<file path="src/hdl/ftdt_pkg.sv">
// ----------------------------------------------------------------------------
// Fixed-point to decimal text package
// Shared types and constants of the decimal text formatter.
// ----------------------------------------------------------------------------
package ftdt_pkg;

   localparam int CSR_INDEX_WIDTH = 2;
   localparam int CSR_DATA_WIDTH  = 8;
   localparam int PLACES_WIDTH    = 4;
   localparam int CHAR_WIDTH      = 8;
   localparam int QUEUE_DEPTH     = 2;

   localparam logic [PLACES_WIDTH-1:0] MAX_PLACES = 4'd8;
   localparam int MIN_DIGITS = 9;

   localparam logic [CHAR_WIDTH-1:0] CH_MINUS      = 8'd45;
   localparam logic [CHAR_WIDTH-1:0] CH_OPEN       = 8'd40;
   localparam logic [CHAR_WIDTH-1:0] CH_CLOSE      = 8'd41;
   localparam logic [CHAR_WIDTH-1:0] CH_ZERO       = 8'd48;
   localparam logic [CHAR_WIDTH-1:0] CH_POINT_INIT = 8'd46;

   typedef enum logic [CSR_INDEX_WIDTH-1:0] {
      REG_DECIMAL_PLACES,
      REG_POINT_CHAR,
      REG_PRINT_ZEROS,
      REG_BRACKET_NEGATIVES
   } csr_index_type;

   typedef struct packed {
      logic [PLACES_WIDTH-1:0] places;
      logic [CHAR_WIDTH-1:0]   point_char;
      logic                    print_zeros;
      logic                    bracket_negatives;
   } cfg_type;

   typedef struct packed {
      logic neg;
      logic empty;
   } flags_type;

   typedef enum logic [2:0] {
      ST_IDLE,
      ST_CONV,
      ST_PREP,
      ST_SIGN,
      ST_DIGIT,
      ST_POINT,
      ST_CLOSE,
      ST_EMPTY
   } back_state_type;

endpackage

</file>
<file path="src/hdl/ftdt_channels.sv">
// ----------------------------------------------------------------------------
// Fixed-point to decimal text channels
// Valid/ready channels for amounts, characters and register writes.
// ----------------------------------------------------------------------------
interface ftdt_req_if #(parameter int AMOUNT_WIDTH = 32) ();
   logic                           valid;
   logic                           ready;
   logic signed [AMOUNT_WIDTH-1:0] amount;
   logic                           use_zero_override;
   logic                           zero_override;

   modport source(output valid, amount, use_zero_override, zero_override, input ready);
   modport sink(input valid, amount, use_zero_override, zero_override, output ready);
endinterface

interface ftdt_rsp_if import ftdt_pkg::*; ();
   logic                  valid;
   logic                  ready;
   logic [CHAR_WIDTH-1:0] text_char;
   logic                  is_empty;
   logic                  last_char;

   modport source(output valid, text_char, is_empty, last_char, input ready);
   modport sink(input valid, text_char, is_empty, last_char, output ready);
endinterface

interface ftdt_csr_if import ftdt_pkg::*; ();
   logic                      valid;
   logic                      ready;
   csr_index_type             index;
   logic [CSR_DATA_WIDTH-1:0] data;

   modport source(output valid, index, data, input ready);
   modport sink(input valid, index, data, output ready);
endinterface

</file>
<file path="src/hdl/ftdt_front.sv">
// ----------------------------------------------------------------------------
// Decimal text front end
// Holds the registers, takes amounts and classifies them for the back end.
// ----------------------------------------------------------------------------
module ftdt_front import ftdt_pkg::*; #(
   parameter int AMOUNT_WIDTH = 32
) (
   input  logic                    clock,
   input  logic                    reset,
   ftdt_req_if.sink                req,
   ftdt_csr_if.sink                csr,
   output cfg_type                 cfg,
   output logic                    q_push,
   output logic [AMOUNT_WIDTH-1:0] q_mag,
   output flags_type               q_flags,
   input  logic                    q_full
);

   logic [PLACES_WIDTH-1:0] places_ff;
   logic [CHAR_WIDTH-1:0]   point_ff;
   logic                    zeros_ff;
   logic                    bracket_ff;
   logic                    neg;
   logic                    zeros;

   always_ff @(posedge clock) begin
      if (reset) begin
         places_ff  <= '0;
         point_ff   <= CH_POINT_INIT;
         zeros_ff   <= 1'b0;
         bracket_ff <= 1'b0;
      end else if (csr.valid) begin
         case (csr.index)
            REG_DECIMAL_PLACES:    places_ff  <= csr.data[PLACES_WIDTH-1:0];
            REG_POINT_CHAR:        point_ff   <= csr.data[CHAR_WIDTH-1:0];
            REG_PRINT_ZEROS:       zeros_ff   <= csr.data[0];
            REG_BRACKET_NEGATIVES: bracket_ff <= csr.data[0];
            default: begin
            end
         endcase
      end
   end

   assign csr.ready = 1'b1;

   always_comb begin
      cfg.places            = (places_ff > MAX_PLACES) ? MAX_PLACES : places_ff;
      cfg.point_char        = point_ff;
      cfg.print_zeros       = zeros_ff;
      cfg.bracket_negatives = bracket_ff;
   end

   assign neg   = req.amount[AMOUNT_WIDTH-1];
   assign zeros = req.use_zero_override ? req.zero_override : zeros_ff;
   assign q_mag = neg ? (~req.amount + 1'b1) : req.amount;

   always_comb begin
      q_flags.neg   = neg;
      q_flags.empty = (req.amount == '0) && !zeros;
   end

   assign req.ready = !q_full;
   assign q_push    = req.valid && !q_full;

endmodule

</file>
<file path="src/hdl/ftdt_queue.sv">
// ----------------------------------------------------------------------------
// Decimal text item queue
// Short first-in first-out buffer between the front and back ends.
// ----------------------------------------------------------------------------
module ftdt_queue import ftdt_pkg::*; #(
   parameter int DATA_WIDTH = 34
) (
   input  logic                  clock,
   input  logic                  reset,
   input  logic                  push,
   input  logic [DATA_WIDTH-1:0] push_data,
   output logic                  full,
   input  logic                  pop,
   output logic [DATA_WIDTH-1:0] pop_data,
   output logic                  not_empty
);

   localparam int PTR_WIDTH = $clog2(QUEUE_DEPTH);
   localparam int CNT_WIDTH = $clog2(QUEUE_DEPTH + 1);

   logic [DATA_WIDTH-1:0] mem_ff [QUEUE_DEPTH];
   logic [PTR_WIDTH-1:0]  wr_ptr_ff;
   logic [PTR_WIDTH-1:0]  wr_ptr_in;
   logic [PTR_WIDTH-1:0]  rd_ptr_ff;
   logic [PTR_WIDTH-1:0]  rd_ptr_in;
   logic [CNT_WIDTH-1:0]  count_ff;
   logic [CNT_WIDTH-1:0]  count_in;

   always_comb begin
      wr_ptr_in = wr_ptr_ff;
      rd_ptr_in = rd_ptr_ff;
      count_in  = count_ff;
      if (push) begin
         wr_ptr_in = (wr_ptr_ff == PTR_WIDTH'(QUEUE_DEPTH - 1)) ? '0 : wr_ptr_ff + 1'b1;
      end
      if (pop) begin
         rd_ptr_in = (rd_ptr_ff == PTR_WIDTH'(QUEUE_DEPTH - 1)) ? '0 : rd_ptr_ff + 1'b1;
      end
      if (push && !pop) begin
         count_in = count_ff + 1'b1;
      end else if (pop && !push) begin
         count_in = count_ff - 1'b1;
      end
   end

   always_ff @(posedge clock) begin
      if (reset) begin
         wr_ptr_ff <= '0;
         rd_ptr_ff <= '0;
         count_ff  <= '0;
      end else begin
         wr_ptr_ff <= wr_ptr_in;
         rd_ptr_ff <= rd_ptr_in;
         count_ff  <= count_in;
      end
   end

   always_ff @(posedge clock) begin
      if (push) begin
         mem_ff[wr_ptr_ff] <= push_data;
      end
   end

   assign pop_data  = mem_ff[rd_ptr_ff];
   assign full      = (count_ff == CNT_WIDTH'(QUEUE_DEPTH));
   assign not_empty = (count_ff != '0);

   a_no_overflow: assert property (@(posedge clock) disable iff (reset)
      push |-> count_ff != CNT_WIDTH'(QUEUE_DEPTH))
      else $error("queue written while full");

   a_no_underflow: assert property (@(posedge clock) disable iff (reset)
      pop |-> count_ff != '0)
      else $error("queue read while empty");

endmodule

</file>
<file path="src/hdl/ftdt_back.sv">
// ----------------------------------------------------------------------------
// Decimal text back end
// Converts a magnitude to decimal one bit a cycle and emits the characters.
// ----------------------------------------------------------------------------
module ftdt_back import ftdt_pkg::*; #(
   parameter int AMOUNT_WIDTH = 32
) (
   input  logic                    clock,
   input  logic                    reset,
   input  cfg_type                 cfg,
   input  logic                    q_valid,
   input  logic [AMOUNT_WIDTH-1:0] q_mag,
   input  flags_type               q_flags,
   output logic                    q_pop,
   ftdt_rsp_if.source              rsp
);

   localparam int NDIG      = (AMOUNT_WIDTH * 3) / 10 + 1;
   localparam int NBCD      = (NDIG > MIN_DIGITS) ? NDIG : MIN_DIGITS;
   localparam int POS_WIDTH = $clog2(NBCD);
   localparam int CNT_WIDTH = $clog2(AMOUNT_WIDTH);

   back_state_type                state_ff;
   back_state_type                state_in;
   logic [AMOUNT_WIDTH-1:0]       mag_ff;
   logic [AMOUNT_WIDTH-1:0]       mag_in;
   logic [NBCD-1:0][3:0]          bcd_ff;
   logic [NBCD-1:0][3:0]          bcd_in;
   logic [NBCD-1:0][3:0]          bcd_step;
   logic [NBCD-1:0][3:0]          bcd_adj;
   logic [CNT_WIDTH-1:0]          cnt_ff;
   logic [CNT_WIDTH-1:0]          cnt_in;
   logic                          neg_ff;
   logic                          neg_in;
   logic [POS_WIDTH-1:0]          pos_ff;
   logic [POS_WIDTH-1:0]          pos_in;
   logic [POS_WIDTH-1:0]          hi_pos;
   logic [POS_WIDTH-1:0]          top_pos;
   logic                          rsp_valid_ff;
   logic [CHAR_WIDTH-1:0]         rsp_char_ff;
   logic                          rsp_empty_ff;
   logic                          rsp_last_ff;
   logic                          out_free;
   logic                          out_load;
   logic [CHAR_WIDTH-1:0]         out_char;
   logic                          out_empty;
   logic                          out_last;
   logic                          brackets;

   assign brackets = neg_ff && cfg.bracket_negatives;
   assign out_free = !rsp_valid_ff || rsp.ready;

   // Double dabble: correct every digit, then shift in the next magnitude bit.
   always_comb begin
      for (int i = 0; i < NBCD; i++) begin
         bcd_adj[i] = (bcd_ff[i] >= 4'd5) ? bcd_ff[i] + 4'd3 : bcd_ff[i];
      end
      bcd_step[0] = {bcd_adj[0][2:0], mag_ff[AMOUNT_WIDTH-1]};
      for (int i = 1; i < NBCD; i++) begin
         bcd_step[i] = {bcd_adj[i][2:0], bcd_adj[i-1][3]};
      end
   end

   always_comb begin
      hi_pos = '0;
      for (int i = 0; i < NBCD; i++) begin
         if (bcd_ff[i] != 4'd0) begin
            hi_pos = POS_WIDTH'(i);
         end
      end
      top_pos = (hi_pos > POS_WIDTH'(cfg.places)) ? hi_pos : POS_WIDTH'(cfg.places);
   end

   always_comb begin
      state_in  = state_ff;
      mag_in    = mag_ff;
      bcd_in    = bcd_ff;
      cnt_in    = cnt_ff;
      neg_in    = neg_ff;
      pos_in    = pos_ff;
      q_pop     = 1'b0;
      out_load  = 1'b0;
      out_char  = '0;
      out_empty = 1'b0;
      out_last  = 1'b0;
      case (state_ff)
         ST_IDLE: begin
            if (q_valid) begin
               q_pop    = 1'b1;
               neg_in   = q_flags.neg;
               mag_in   = q_mag;
               bcd_in   = '0;
               cnt_in   = '0;
               state_in = q_flags.empty ? ST_EMPTY : ST_CONV;
            end
         end
         ST_CONV: begin
            bcd_in = bcd_step;
            mag_in = {mag_ff[AMOUNT_WIDTH-2:0], 1'b0};
            cnt_in = cnt_ff + 1'b1;
            if (cnt_ff == CNT_WIDTH'(AMOUNT_WIDTH - 1)) begin
               state_in = ST_PREP;
            end
         end
         ST_PREP: begin
            pos_in   = top_pos;
            state_in = neg_ff ? ST_SIGN : ST_DIGIT;
         end
         ST_SIGN: begin
            if (out_free) begin
               out_load = 1'b1;
               out_char = cfg.bracket_negatives ? CH_OPEN : CH_MINUS;
               state_in = ST_DIGIT;
            end
         end
         ST_DIGIT: begin
            if (out_free) begin
               out_load = 1'b1;
               out_char = CH_ZERO + CHAR_WIDTH'(bcd_ff[pos_ff]);
               out_last = (pos_ff == '0) && !brackets;
               if (pos_ff == '0) begin
                  state_in = brackets ? ST_CLOSE : ST_IDLE;
               end else begin
                  pos_in = pos_ff - 1'b1;
                  if ((cfg.places != '0) && (pos_ff == POS_WIDTH'(cfg.places))) begin
                     state_in = ST_POINT;
                  end
               end
            end
         end
         ST_POINT: begin
            if (out_free) begin
               out_load = 1'b1;
               out_char = cfg.point_char;
               state_in = ST_DIGIT;
            end
         end
         ST_CLOSE: begin
            if (out_free) begin
               out_load = 1'b1;
               out_char = CH_CLOSE;
               out_last = 1'b1;
               state_in = ST_IDLE;
            end
         end
         ST_EMPTY: begin
            if (out_free) begin
               out_load  = 1'b1;
               out_empty = 1'b1;
               out_last  = 1'b1;
               state_in  = ST_IDLE;
            end
         end
         default: begin
            state_in = ST_IDLE;
         end
      endcase
   end

   always_ff @(posedge clock) begin
      if (reset) begin
         state_ff     <= ST_IDLE;
         rsp_valid_ff <= 1'b0;
      end else begin
         state_ff <= state_in;
         if (out_load) begin
            rsp_valid_ff <= 1'b1;
         end else if (rsp.ready) begin
            rsp_valid_ff <= 1'b0;
         end
      end
   end

   always_ff @(posedge clock) begin
      mag_ff <= mag_in;
      bcd_ff <= bcd_in;
      cnt_ff <= cnt_in;
      neg_ff <= neg_in;
      pos_ff <= pos_in;
      if (out_load) begin
         rsp_char_ff  <= out_char;
         rsp_empty_ff <= out_empty;
         rsp_last_ff  <= out_last;
      end
   end

   assign rsp.valid     = rsp_valid_ff;
   assign rsp.text_char = rsp_char_ff;
   assign rsp.is_empty  = rsp_empty_ff;
   assign rsp.last_char = rsp_last_ff;

   a_digit_decimal: assert property (@(posedge clock) disable iff (reset)
      state_ff == ST_DIGIT |-> bcd_ff[pos_ff] <= 4'd9)
      else $error("converted digit out of decimal range");

   a_empty_beat: assert property (@(posedge clock) disable iff (reset)
      rsp_valid_ff && rsp_empty_ff |-> rsp_last_ff && (rsp_char_ff == '0))
      else $error("empty beat is not a lone final beat");

   a_pop_when_idle: assert property (@(posedge clock) disable iff (reset)
      q_pop |-> state_ff == ST_IDLE && q_valid)
      else $error("queue read outside of idle");

endmodule

</file>
<file path="src/hdl/fixed_point_to_decimal_text_unit.sv">
// Each amount is converted by the one-bit-a-cycle binary to decimal shift and then gives N characters
// (1 to 13 at 32 bits); the back end takes the next amount only after its last character is loaded.
// A two-beat queue lets the front take amounts while the back end converts or stalls.
// Reset is synchronous; it empties the queue and output and restores the register defaults.
// ----------------------------------------------------------------------------
// Fixed-point to decimal text unit
// Formats signed scaled amounts as ASCII text, one character per beat.
// ----------------------------------------------------------------------------
module fixed_point_to_decimal_text_unit import ftdt_pkg::*; #(
   parameter int AMOUNT_WIDTH = 32
) (
   input  logic       clock,
   input  logic       reset,
   ftdt_req_if.sink   req_chan,
   ftdt_rsp_if.source rsp_chan,
   ftdt_csr_if.sink   csr_chan
);

   localparam int ITEM_WIDTH = AMOUNT_WIDTH + $bits(flags_type);

   cfg_type                 cfg;
   logic                    push;
   logic [AMOUNT_WIDTH-1:0] push_mag;
   flags_type               push_flags;
   logic                    q_full;
   logic                    q_pop;
   logic                    q_valid;
   logic [ITEM_WIDTH-1:0]   q_data;
   flags_type               q_flags;

   ftdt_front #(.AMOUNT_WIDTH(AMOUNT_WIDTH)) u_front (
      .clock   (clock),
      .reset   (reset),
      .req     (req_chan),
      .csr     (csr_chan),
      .cfg     (cfg),
      .q_push  (push),
      .q_mag   (push_mag),
      .q_flags (push_flags),
      .q_full  (q_full)
   );

   ftdt_queue #(.DATA_WIDTH(ITEM_WIDTH)) u_queue (
      .clock     (clock),
      .reset     (reset),
      .push      (push),
      .push_data ({push_flags, push_mag}),
      .full      (q_full),
      .pop       (q_pop),
      .pop_data  (q_data),
      .not_empty (q_valid)
   );

   assign q_flags = q_data[ITEM_WIDTH-1:AMOUNT_WIDTH];

   ftdt_back #(.AMOUNT_WIDTH(AMOUNT_WIDTH)) u_back (
      .clock   (clock),
      .reset   (reset),
      .cfg     (cfg),
      .q_valid (q_valid),
      .q_mag   (q_data[AMOUNT_WIDTH-1:0]),
      .q_flags (q_flags),
      .q_pop   (q_pop),
      .rsp     (rsp_chan)
   );

endmodule
</file>
<file path="src/flat_wrapper.sv">
// flat-port wrapper written by rule: the top's interface ports become plain ports
module fixed_point_to_decimal_text_unit_flat import ftdt_pkg::*;
#(
   parameter int AMOUNT_WIDTH = 32
)
  (clock, reset, req_chan_valid, req_chan_amount, req_chan_use_zero_override, req_chan_zero_override, req_chan_ready, rsp_chan_valid, rsp_chan_text_char, rsp_chan_is_empty, rsp_chan_last_char, rsp_chan_ready, csr_chan_valid, csr_chan_index, csr_chan_data, csr_chan_ready);
  ftdt_req_if #(.AMOUNT_WIDTH(AMOUNT_WIDTH)) req_chan_i ();
  ftdt_rsp_if rsp_chan_i ();
  ftdt_csr_if csr_chan_i ();
  input  logic clock;
  input  logic reset;
  input wire logic [$bits(req_chan_i.valid)-1:0] req_chan_valid;
  input wire logic [$bits(req_chan_i.amount)-1:0] req_chan_amount;
  input wire logic [$bits(req_chan_i.use_zero_override)-1:0] req_chan_use_zero_override;
  input wire logic [$bits(req_chan_i.zero_override)-1:0] req_chan_zero_override;
  output wire logic [$bits(req_chan_i.ready)-1:0] req_chan_ready;
  output wire logic [$bits(rsp_chan_i.valid)-1:0] rsp_chan_valid;
  output wire logic [$bits(rsp_chan_i.text_char)-1:0] rsp_chan_text_char;
  output wire logic [$bits(rsp_chan_i.is_empty)-1:0] rsp_chan_is_empty;
  output wire logic [$bits(rsp_chan_i.last_char)-1:0] rsp_chan_last_char;
  input wire logic [$bits(rsp_chan_i.ready)-1:0] rsp_chan_ready;
  input wire logic [$bits(csr_chan_i.valid)-1:0] csr_chan_valid;
  input wire logic [$bits(csr_chan_i.index)-1:0] csr_chan_index;
  input wire logic [$bits(csr_chan_i.data)-1:0] csr_chan_data;
  output wire logic [$bits(csr_chan_i.ready)-1:0] csr_chan_ready;
  assign req_chan_i.valid = req_chan_valid;
  assign req_chan_i.amount = req_chan_amount;
  assign req_chan_i.use_zero_override = req_chan_use_zero_override;
  assign req_chan_i.zero_override = req_chan_zero_override;
  assign req_chan_ready = req_chan_i.ready;
  assign rsp_chan_valid = rsp_chan_i.valid;
  assign rsp_chan_text_char = rsp_chan_i.text_char;
  assign rsp_chan_is_empty = rsp_chan_i.is_empty;
  assign rsp_chan_last_char = rsp_chan_i.last_char;
  assign rsp_chan_i.ready = rsp_chan_ready;
  assign csr_chan_i.valid = csr_chan_valid;
  assign csr_chan_i.index = csr_chan_index;
  assign csr_chan_i.data = csr_chan_data;
  assign csr_chan_ready = csr_chan_i.ready;
  fixed_point_to_decimal_text_unit #(.AMOUNT_WIDTH(AMOUNT_WIDTH)) u_core (.clock(clock), .reset(reset), .req_chan(req_chan_i), .rsp_chan(rsp_chan_i), .csr_chan(csr_chan_i));
endmodule
</file>
<file path="config.mk">
export PLATFORM = sky130hd
export DESIGN_NAME = fixed_point_to_decimal_text_unit_flat
export DESIGN_NICKNAME = d
export VERILOG_FILES = /design/src/hdl/ftdt_pkg.sv /design/src/hdl/ftdt_channels.sv /design/src/hdl/ftdt_front.sv /design/src/hdl/ftdt_queue.sv /design/src/hdl/ftdt_back.sv /design/src/hdl/fixed_point_to_decimal_text_unit.sv /design/src/flat_wrapper.sv
export SDC_FILE = /design/constraint.sdc
export NUM_CORES = 1
export LEC_CHECK = 0
export ABC_AREA = 1
export BUFFER_PORTS_ARGS = -buffer_cell sky130_fd_sc_hd__buf_2
export CAP_MARGIN = 20
export CELL_PAD_IN_SITES_DETAIL_PLACEMENT = 0
export CELL_PAD_IN_SITES_GLOBAL_PLACEMENT = 1
export CORE_MARGIN = 3
export CORE_UTILIZATION = 29
export DETAILED_ROUTE_END_ITERATION = 8
export GPL_TIMING_DRIVEN = 0
export PLACE_DENSITY = 0.51
export RECOVER_POWER = 50
export SYNTH_ARGS = -nofsm -noshare
export SYNTH_HDL_FRONTEND = slang
export SYNTH_SLANG_ARGS = --single-unit
</file>
<file path="constraint.sdc">
create_clock -name clock -period 8.3 [get_ports clock]
set_input_delay 1.245 -clock clock [delete_from_list [all_inputs] [get_ports clock]]
set_output_delay 1.245 -clock clock [all_outputs]
set_load 0.005 [all_outputs]
</file>
# Word-level counts from Yosys, hierarchy flattened
# Memories as Yosys holds them, arrays and structs flattened. A register that Yosys moved wholly into a read port is not among the register bits.
# Cells that the tools add are included.
# totals
regBits	114
mem_bits_rw	68
input_bits	49
output_inout_bits	13
word_cells	190
mem_count	1
# classes
add_sub_neg	18
n_lt_le_gt_ge	13
eq_ne	20
muxes	67
bitwise	1
reduce_logical	44
# mem_list
name	words	word_bits	rd	rd_ports_with_merged_regs	write_ports	line_no	text
u_core.u_queue.mem_ff	2	34	1	1	1	ftdt_queue.sv:21	logic [DATA_WIDTH-1:0] mem_ff [QUEUE_DEPTH];
# ops
cell	n
$mux W4	22
$pmux W40 S2	1
$mux W32	2
$pmux W32 S2	1
$ge A4 B3 Y1 const B	10
$mux W40	1
$reduce_bool A4 Y1	10
$add A4 B2 Y4 const B	9
$mux W3	12
$add A32 B1 Y32 const B	1
$logic_not A32 Y1	1
$not A32 Y32	1
$pmux W8 S4	1
$pmux W3 S6	1
$bmux W4 S4	1
$mux W1	15
$eq A3 B3 Y1 const B	4
$mux W6	2
$reduce_and A2 Y1	6
$pmux W5 S2	1
$reduce_bool A2 Y1	5
$mux W8	1
$pmux W4 S2	1
$add A6 B4 Y7 const A	1
other kinds (32)	53

# Longest topological paths before layout
# Gate-level depths: netlist (run 1).
# logic_depth
depth_word	13
ltp_mapped	20
mapped_depth_nobuf	20

# Cells and area by module
# A second synthesis (run 1) with hierarchy kept.
# hier_totals
cells_unflattened	1094
hier_area_um2	10100.9
# by_module_without_submodules
mod	n_inst	cells_per_inst	area_each_um2	seq_area_each_um2
ftdt_back	1	650	5589.1	2842.7
ftdt_queue	1	139	2835.2	2142.1
ftdt_front	1	305	1676.6	280.3

# Least setup slack after synthesis (run 1)
# Ideal clock, no wire load.
# synth_timing
path_type	input to register
start	input req_chan_valid
end	memory u_core.u_queue.mem_ff[1][0] (enable)
setup_time_ps	427
arrival_ps	2790
t_required_ps	7873
path_slack_ps	5084
stages	2
path_buffers	0
path_cell_list	nand2_1 nor2_1
# synth_via
elab_chain_len	3
# synth_lines
item	line_no	text
start: declaration	flat_wrapper.sv:12	input wire logic [$bits(req_chan_i.valid)-1:0] req_chan_valid;
$logic_and A1 B1 Y1	ftdt_front.sv:63	assign q_push = req.valid && !q_full;
$mux W1	ftdt_queue.sv:59	if (push) begin
$mux W1 (implied by the code)	ftdt_queue.sv:60	mem_ff[wr_ptr_ff] <= push_data;
end: declaration	ftdt_queue.sv:21	
# Every way passes these cells.

# Worst setup path in the final report (run 1)
# layout_timing
start	input req_chan_valid
end	memory u_core.u_queue.mem_ff[1][16] (enable)
# Same word-level chain as after synthesis.

==> results by group, run 1 <==
Status
  • Status: complete, no violations

Floorplan
  • IO Pins: 62
  • Die ar.: 34,900 um2
  • Die Width: 187 um
  • Starting density of the core: 29.8%
  • Floorplan Core Area: 31,900 um2
  • Std cell rows: 65
  • Die Ht: 187 um

Power and ir drop
  • Power Total: 3.76 mW
  • PwrDens: 343 nW/um2
  • Leak pwr: 4.37 nW
  • Worst vdd ir: 0.158 mV

Synthesis
  • Adder-cell share of the synthesized area: 4.09%
  • Yosys cell types: 41
  • Post-synth top flop: edfxtp_1
  • Largest family of logic cells by synthesized area: simple AND/OR/NAND/NOR gates
  • Ys Warns: 0
  • Register bit count reported by yosys: 183
  • Post-synthesis simple-gate area fraction: 18.5%
  • Synth Area in XOR/XNOR: 2.77%
  • Compound-Gate Fraction of Synth Area: 12.4%
  • Post-synthesis area per instance: 9.09 um2
  • Async SR Flop Fraction: 0%
  • Cell count after synthesis: 1,044
  • EDFF count, synth: 160
  • Syn Nets: 1,124
  • Register area share after synthesis: 55.5%
  • Mux cell area share after synthesis: 0%
  • Post-Syn Area: 9490 um2

Routing
  • DR WL/cell: 14.9 um
  • Post-route antenna net violation count: 0
  • Residual DRC: 0
  • Post-Route WL: 23.5 mm
  • Pre-Repair DR Iteration Count: 5
  • Vias/cell: 4.52
  • DR vias: 7,107
  • DR iter-0 viols: 264

Clock network
  • Hold bufs inserted after CTS: 0
  • Worst-skew pair later-pin latency: 440 ps
  • Clk buf depth: 2
  • CTS tree: built
  • Inserted Clock Buffers: 17
  • CTS resizes: 0
  • CTS Root Cell: clkbuf_16
  • CTS Sinks: 183
  • Setup bufs post-CTS: 0
  • CTS clock-pin slew for the worst setup and hold paths: 80 ps
  • H-tree level count: 4

Cells and area
  • Final nets: 1,206
  • Area delta synth->final: 15.5%
  • Ant. Diodes: 0
  • Commonest cells after routing, fill and taps aside: nand2_1, edfxtp_1, nor2_1
  • Commonest non-fill, non-tap cell in the layout: nand2_1
  • FILL cells: 3,371
  • Share of post-route cells with drive strength above 1: 9.66%

STA
  • Fmax: 298 MHz
  • Relative slew slack: 2.01%
  • Final Max Tran Viols: 0
  • Setup-failing EPs final: 0
  • Worst Clk Skew: 11.5 ps
  • Worst-Margin Slew: 1470 ps
  • Period minus WS final: 3350 ps
  • Period utilization: 40.4%
  • Final hold viol count: 0
  • RSZ-0062 raised after global routing: no
  • Setup_tns: 0 ps

Setup path
  • Worst Path Arrival: 3400 ps
  • Max stage delay on crit path: 1000 ps
  • Setup crit start kind: input pin
  • Worst setup EP type: flop
  • Critical path class: input pin to flop
  • Worst path cell trace: buf_2, nand2_1, nor2_1, clkbuf_1
  • Critical-path maximum fanout: 21
  • Crit path required time: 8340 ps
  • Slowest CP cell: clkbuf_1

Global route
  • Gr usage total: 13.7%
  • Total grt overflow: 0
  • Initial antenna violation count: 0
  • Vias in the first global route: 7,159
  • Largest net degree at the start of global routing: 58
  • First-pass GRT wire length: 38.2 mm

Placed design
  • Hpwl dp: 17.6 mm
  • RD Place Congestion: 0.811
  • IO Port Bufs: 60

Flow run
  • Max Cap Viol: 0

Worst hold path
  • Worst hold path class: flop to flop
## final timing paths
check	start	to	slack, ps	cells after the start
hold / removal	u_core.u_queue.rd_ptr_ff$_SDFFE_PP0P_	u_core.u_queue.rd_ptr_ff$_SDFFE_PP0P_	460	1
hold reg to reg	u_core.u_queue.rd_ptr_ff$_SDFFE_PP0P_	u_core.u_queue.rd_ptr_ff$_SDFFE_PP0P_	460	1
setup / recovery	req_chan_valid	u_core.u_queue.mem_ff[1][16]$_DFFE_PP_	4950	4
setup reg to reg	u_core.u_queue.count_ff[0]$_SDFFE_PP0P_	u_core.u_queue.mem_ff[1][16]$_DFFE_PP_	5310	5
## Yosys cell counts, types with 4 or more instances
master / n / area, um2
nand2_1: 187 / 702
edfxtp_1: 160 / 4800
nor2_1: 136 / 510
inv_1: 123 / 462
o21ai_0: 90 / 450
a21oi_1: 73 / 365
nand3_1: 49 / 245
a31oi_1: 32 / 200
ha_1: 31 / 388
xor2_1: 25 / 219
dfxtp_1: 23 / 460
nor3_1: 19 / 95.1
clkbuf_1: 18 / 67.6
a211oi_1: 13 / 97.6
nand4_1: 8 / 50.1
buf_2: 7 / 35.0
nor2_2: 5 / 31.3
xnor2_1: 5 / 43.8
buf_1: 4 / 15.0
clkinv_1: 4 / 15.0
inv_2: 4 / 15.0
nand2_2: 4 / 25.0
o211ai_1: 4 / 30.0
## area by class of cell
class                      count  area [um2]  area share [%]
buffer                        31         133            1.21
clock buffer                  17         425            3.88
clock inverter                15         183            1.67
inverter                     131         492            4.49
multi-input combinational    699        3590            32.7
sequential                   183        5270            48.0
tap                          435         544            4.97
timing repair buffer          63         330            3.01
## worst max-delay path, delay by kind of cell
family                 cells  cell delay [ps]
and+or+nand+nor            2             1060
buffers and inverters      2             1080
## state kept, by name (all words and copies together), names as in the netlist, 2 cells and up, named ones only
signal,cells
u_core.u_back.state_ff,3
u_core.u_back.pos_ff,4
u_core.u_queue.mem_ff,68
u_core.u_front.places_ff,4
u_core.u_back.rsp.text_char,8
u_core.u_back.cnt_ff,5
u_core.u_back.mag_ff,32
u_core.u_queue.count_ff,2
u_core.u_front.point_ff,8
u_core.u_back.bcd_ff,40
## through the flow
step,setup slack (ps),cells,util (%),area (um2),hold slack (ps)
after CTS,5400,1574,34.6,11000,457
after detailed placement,5080,1542,32.7,10400,444
after global placement,3590,1539,32.4,10300,435
after floorplan,5080,1044,-,9490,426
final,4950,1574,34.4,11000,457
after global routing,4690,1574,34.4,11000,472
## power breakdown
| part | internal (mW) | total, mW | switching, mW | leakage (nW) |
|---|---|---|---|---|
| clock | 0.408 | 0.818 | 0.410 | 0.291 |
| combinational | 0.404 | 1.33 | 0.925 | 2.37 |
| sequential | 1.45 | 1.61 | 0.161 | 1.71 |
| total | 2.26 | 3.76 | 1.50 | 4.37 |
## layer usage
metal  wire length [um]  global-route usage [%]  up-vias
met5                  0                       0        -
met4                257                    3.55        0
met3                612                    2.42       16
met2              11700                    24.0       81
met1              11000                    17.4     3298
li1                   -                       -     3712
## logic make-up after synthesis
group                    Yosys count
AND/OR/NAND/NOR                  420
AO/OA/AOI/OAI                    217
flip-flops                       183
buffers and inverters            162
adder cells (fa/ha/maj)           31
XOR/XNOR                          30
other                              1
No activity file was read; power rests on OpenSTA's default activity.
==> inputs of run 2 (changes only) <==
==> constraint.sdc (replaced) <==
create_clock -name clock -period 3.5 [get_ports clock]
set_input_delay 0.525 -clock clock [delete_from_list [all_inputs] [get_ports clock]]
set_output_delay 0.525 -clock clock [all_outputs]
set_load 0.005 [all_outputs]
==> results by group, run 2 (same netlist as run 1, synthesis figures left out) <==
STA
  • WHS: 304 ps (-153 ps)
  • Period minus WS final: 2840 ps
  • Final Max Tran Viols: 15 (+15)
  • Worst-Margin Slew: 1520 ps (+51.7 ps)
  • Period utilization: 81.1%
  • Worst Clk Skew: 10.8 ps (-0.653 ps)
  • Final Worst Setup Slack: 661 ps (-4290 ps)
  • Fmax: 352 MHz
  • Setup-failing EPs final: 0 (unchanged)
  • Relative slew slack: -1.81% (-3.8 points)
  • RSZ-0062 raised after global routing: no
  • Final hold viol count: 0 (unchanged)

Clock network
  • CTS tree: built
  • Inserted Clock Buffers: 17 (unchanged)
  • CTS Root Cell: clkbuf_16
  • Worst-skew pair later-pin latency: 430 ps (about the same)
  • CTS Sinks: 183 (unchanged)
  • CTS clock-pin slew for the worst setup and hold paths: 80 ps (about the same)
  • CTS resizes: 0 (unchanged)
  • H-tree level count: 4 (unchanged)
  • Clk buf depth: 2 (unchanged)
  • Setup bufs post-CTS: 0 (unchanged)
  • Hold bufs inserted after CTS: 0 (unchanged)

Setup path
  • Critical-path maximum fanout: 8 (-62%)
  • Max stage delay on crit path: 400 ps (-600 ps)
  • Critical path class: flop to flop
  • Setup crit start kind: flop
  • Worst setup EP type: flop
  • Crit path required time: 3680 ps (-4660 ps)
  • CP most frequent cell: nand2_1
  • R2r worst-path depth: 17 (+12)
  • Worst path cell trace: inv_1, ha_1, inv_1, nor2_1, nand2_1, nor2_1, nand2_1, a21oi_1, ha_1, inv_1, nor2_1, o21ai_0, nand2_1, nand2_1, nand2_1, o211ai_1, o21ai_0
  • Worst Path Arrival: 3020 ps (-380 ps)
  • Slowest CP cell: edfxtp_1

Floorplan
  • Std cell rows: 65 (unchanged)
  • Die Ht: 187 um (unchanged)
  • Die ar.: 34,900 um2 (unchanged)
  • Starting density of the core: 29.8% (unchanged)
  • IO Pins: 62 (unchanged)
  • Die Width: 187 um (unchanged)
  • Floorplan Core Area: 31,900 um2 (unchanged)

Power and ir drop
  • Power Total: 8.93 mW (+140%)
  • Leak pwr: 4.37 nW (about the same)
  • Worst vdd ir: 0.374 mV (+140%)
  • PwrDens: 813 nW/um2 (+140%)

Cells and area
  • Commonest non-fill, non-tap cell in the layout: nand2_1
  • Final nets: 1,206 (unchanged)
  • Largest regs: u_core.u_queue.mem_ff x68, u_core.u_back.bcd_ff x40, u_core.u_back.mag_ff x32
  • FILL cells: 3,368 (-0.089%)
  • Share of post-route cells with drive strength above 1: 9.39% (-0.26 points)
  • Commonest cells after routing, fill and taps aside: nand2_1, edfxtp_1, nor2_1
  • Number of flip-flops in the largest register: 68 (unchanged)
  • Post-Layout Cell Count: 1,574 (unchanged)
  • Ant. Diodes: 0 (unchanged)
  • Area delta synth->final: 15.7%
  • Top reg by flops: u_core.u_queue.mem_ff

Placed design
  • Dpl ws: 633 ps (-4450 ps)
  • IO Port Bufs: 60 (unchanged)
  • Placed instance count: 1,542 (unchanged)
  • Hpwl dp: 17.6 mm (unchanged)
  • RD Place Congestion: 0.811 (unchanged)

Global route
  • Total grt overflow: 0 (unchanged)
  • Gr usage total: 13.7% (unchanged)
  • Largest net degree at the start of global routing: 58 (unchanged)
  • Vias in the first global route: 7,159 (unchanged)
  • First-pass GRT wire length: 38.2 mm (unchanged)
  • Initial antenna violation count: 0 (unchanged)

Routing
  • DR WL/cell: 14.9 um (about the same)
  • Vias/cell: 4.52 (about the same)
  • Post-Route WL: 23.5 mm (about the same)
  • Residual DRC: 0 (unchanged)
  • DR vias: 7,114 (+0.098%)
  • Post-route antenna net violation count: 0 (unchanged)
  • Pre-Repair DR Iteration Count: 5 (unchanged)
  • DR iter-0 viols: 277 (+4.9%)

Flow run
  • Max Cap Viol: 1 (+1)

Status
  • Violated checks: max-capacitance violations, max-slew violations
  • Status: finished with violations

Worst hold path
  • Worst hold path class: input pin to flop
  • Hold Crit Depth: 3 (+2)
## run 2: cell count changes in the layout (fill, tap and decap cells not counted)
cell / before / now
buf_2: 58 / 54
nor3_2: 1 / 0
nand2_1: 188 / 187
buf_16: 1 / 2
nand2_4: 1 / 2
buf_1: 1 / 2
clkbuf_1: 32 / 34
nor3_1: 19 / 20
## run 2: worst max-delay path, delay by kind of cell (launching register included)
family,cells,cell delay [ps]
DFF,1,400
and+or+nand+nor,8,870
adders and majority gates,2,490
AOI/OAI and AO/OA,4,550
buffers and inverters,3,270
## run 2: final timing paths
check / startpoint / endpoint / slack [ps]
hold / removal: csr_chan_data[5] / u_core.u_front.point_ff[5]$_SDFFE_PP1P_ / 300
hold reg to reg: u_core.u_queue.rd_ptr_ff$_SDFFE_PP0P_ / u_core.u_queue.rd_ptr_ff$_SDFFE_PP0P_ / 460
setup / recovery: u_core.u_back.bcd_ff[20]$_SDFFCE_PN0P_ / u_core.u_back.pos_ff[1]$_DFFE_PP_ / 660
setup reg to reg: u_core.u_back.bcd_ff[20]$_SDFFCE_PN0P_ / u_core.u_back.pos_ff[1]$_DFFE_PP_ / 660
## run 2: per-stage QoR
stage | area, um2 | setup TNS, ps | util, %
6_report | 11000 | 0 | 34.4
5_1_grt | 11000 | 0 | 34.4
4_1_cts | 11000 | 0 | 34.6
3_5_place_dp | 10400 | 0 | 32.7
3_3_place_gp | 10300 | -97570 | 32.4
2_1_floorplan | 9490 | 0 | -
## run 2: area by class of cell
cell class	instances	area [um2]	area share, %
inverter	131	492	4.48
clock inverter	15	183	1.66
timing repair buffer	63	347	3.16
buffer	31	135	1.23
multi-input combinational	699	3590	32.7
sequential	183	5270	48.0
tap	435	544	4.96
clock buffer	17	425	3.87
## run 2: per-layer routing
layer / share of wire, % / track usage (%)
met5: 0 / 0
met1: 46 / 17.4
met2: 50 / 24.0
met4: 1.1 / 3.55
met3: 2.7 / 2.42
## run 2: power by group
group          internal [mW]  leakage [nW]  switching [mW]
combinational          0.968          2.36            2.20
clock                  0.968         0.291           0.971
sequential              3.44          1.71           0.382
total                   5.37          4.37            3.55
==> inputs of run 3 (changes only) <==
==> constraint.sdc (replaced) <==
create_clock -name clock -period 2.8 [get_ports clock]
set_input_delay 0.42 -clock clock [delete_from_list [all_inputs] [get_ports clock]]
set_output_delay 0.42 -clock clock [all_outputs]
set_load 0.005 [all_outputs]
==> results by group, run 3 (same netlist as run 1, synthesis figures left out) <==
Status
  • Status: finished with violations
  • Violated checks: max-capacitance violations, max-slew violations

Global route
  • Initial antenna violation count: 0 (unchanged)
  • First-pass GRT wire length: 38.6 mm (+1.2%)
  • Gr usage total: 13.8% (+0.13 points)
  • Total grt overflow: 0 (unchanged)
  • Vias in the first global route: 7,229 (+0.98%)
  • Largest net degree at the start of global routing: 60 (+3.4%)

Placed design
  • Placed instance count: 1,542 (unchanged)
  • Placed Area: 10,400 um2 (unchanged)
  • RD Place Congestion: 0.813 (+0.20%)
  • IO Port Bufs: 60 (unchanged)
  • Hpwl dp: 17.5 mm (-0.45%)

Flow run
  • Max Cap Viol: 1 (unchanged)

Clock network
  • CTS Root Cell: clkbuf_16
  • CTS Sinks: 183 (unchanged)
  • Inserted Clock Buffers: 17 (unchanged)
  • Clk buf depth: 2 (unchanged)
  • Hold bufs inserted after CTS: 0 (unchanged)
  • CTS clock-pin slew for the worst setup and hold paths: 80 ps (about the same)
  • CTS tree: built
  • Worst-skew pair later-pin latency: 430 ps (about the same)
  • H-tree level count: 4 (unchanged)

STA
  • Setup-failing EPs final: 0 (unchanged)
  • Final hold viol count: 0 (unchanged)
  • WHS: 192 ps (-111 ps)
  • Fmax: 387 MHz (+9.9%)
  • Final Max Tran Viols: 16 (+1)
  • Worst Clk Skew: 14.0 ps (+3.21 ps)
  • RSZ-0062 raised after global routing: no
  • Worst-Margin Slew: 1550 ps (+27.7 ps)
  • Relative slew slack: -3.66% (-1.9 points)
  • Period minus WS final: 2580 ps (-256 ps)
  • Period utilization: 92.2% (+11 points)

Power and ir drop
  • Worst vdd ir: 0.538 mV (+44%)
  • PwrDens: 1020 nW/um2 (+25%)
  • Power Total: 11.2 mW (+26%)
  • Leak pwr: 4.38 nW (+0.37%)

Cells and area
  • Share of post-route cells with drive strength above 1: 10.7% (+1.3 points)
  • Area delta synth->final: 16.1%
  • Largest regs: u_core.u_queue.mem_ff x68, u_core.u_back.bcd_ff x40, u_core.u_back.mag_ff x32
  • Post-Layout Cell Count: 1,578 (+0.25%)
  • Top reg by flops: u_core.u_queue.mem_ff
  • Commonest non-fill, non-tap cell in the layout: nand2_1
  • Final nets: 1,211 (+0.41%)
  • Post-route cell area: 11,000 um2 (+0.30%)
  • Ant. Diodes: 0 (unchanged)
  • Commonest cells after routing, fill and taps aside: nand2_1, edfxtp_1, nor2_1
  • Final core utilization: 34.5% (+0.10 points)
  • Number of flip-flops in the largest register: 68 (unchanged)

Setup path
  • Setup crit start kind: flop
  • Worst setup EP type: flop
  • Crit path required time: 2860 ps (-820 ps)
  • Critical path class: flop to flop
  • Worst Path Arrival: 2640 ps (-380 ps)
  • Critical-path maximum fanout: 10 (+2)

Floorplan
  • IO Pins: 62 (unchanged)
  • Die Width: 187 um (unchanged)
  • Die Ht: 187 um (unchanged)
  • Floorplan Core Area: 31,900 um2 (unchanged)
  • Die ar.: 34,900 um2 (unchanged)
  • Starting density of the core: 29.8% (unchanged)
  • Std cell rows: 65 (unchanged)

Routing
  • Vias/cell: 4.52 (about the same)
  • DR vias: 7,135 (+0.30%)
  • DR WL/cell: 15.0 um (+0.69%)
  • Residual DRC: 0 (unchanged)
  • Post-route antenna net violation count: 0 (unchanged)
  • Post-Route WL: 23.7 mm (+0.94%)
  • Pre-Repair DR Iteration Count: 6 (+1)
  • DR iter-0 viols: 420 (+52%)

Worst hold path
  • Worst hold path class: input pin to flop
-- run 3: final timing paths --
path | cells after the start | from | end | slack (ps)
min | 3 | csr_chan_data[5] | u_core.u_front.point_ff[5]$_SDFFE_PP1P_ | 190
max | 7 | u_core.u_back.pos_ff[0]$_DFFE_PP_ | u_core.u_back.pos_ff[3]$_DFFE_PP_ | 220
min reg2reg | 1 | u_core.u_queue.rd_ptr_ff$_SDFFE_PP0P_ | flop | 450
max reg2reg | 7 | u_core.u_back.pos_ff[0]$_DFFE_PP_ | u_core.u_back.pos_ff[3]$_DFFE_PP_ | 220
-- run 3: metrics by stage --
stage	worst slack [ps]	setup TNS (ps)
CTS	12.4	0
global placement	-776	-99190
floorplan	321	0
finish	218	0
detailed placement	-56.3	-128
global route	8.84	0
-- run 3: where the power goes --
group	switching (mW)	total, mW	internal (mW)
clock	1.21	2.41	1.20
combinational	2.78	4.03	1.26
sequential	0.487	4.78	4.30
total	4.47	11.2	6.75
-- run 3: per-layer routing --
layer	vias up	GRT usage, %	wire length [um]
met5	-	0	0
met4	0	3.40	225
met3	14	2.19	533
met2	87	24.4	11700
met1	3313	17.7	11200
li1	3721	-	-
-- run 3: cell type report --
class	count	area, um2
inverters	131	492
repair buffers	68	387
plain buffers	31	135
multi-input cells	699	3610
clock buffers	17	425
fillers	3388	20900
clock inverters	14	158
well taps	435	544
flip-flops and latches	183	5270
-- run 3: timing repair --
item | 4_1_cts | 5_1_grt
endpoints found under the setup margin | 4 | 4
cloned | 0 | 0
endpoints found under the hold margin | 0 | 0
gates resized for setup | 2 | 12
pin swaps | 0 | 3
buffers inserted | 0 | 5
-- run 3: critical path, stage by stage, from the launching register on --
cell and delay (ps):
edfxtp_1 340, clkinv_1 240, clkbuf_1 340, ha_1 300
inv_1 80, nor3_1 70, or2_4 290, o21ai_0 550
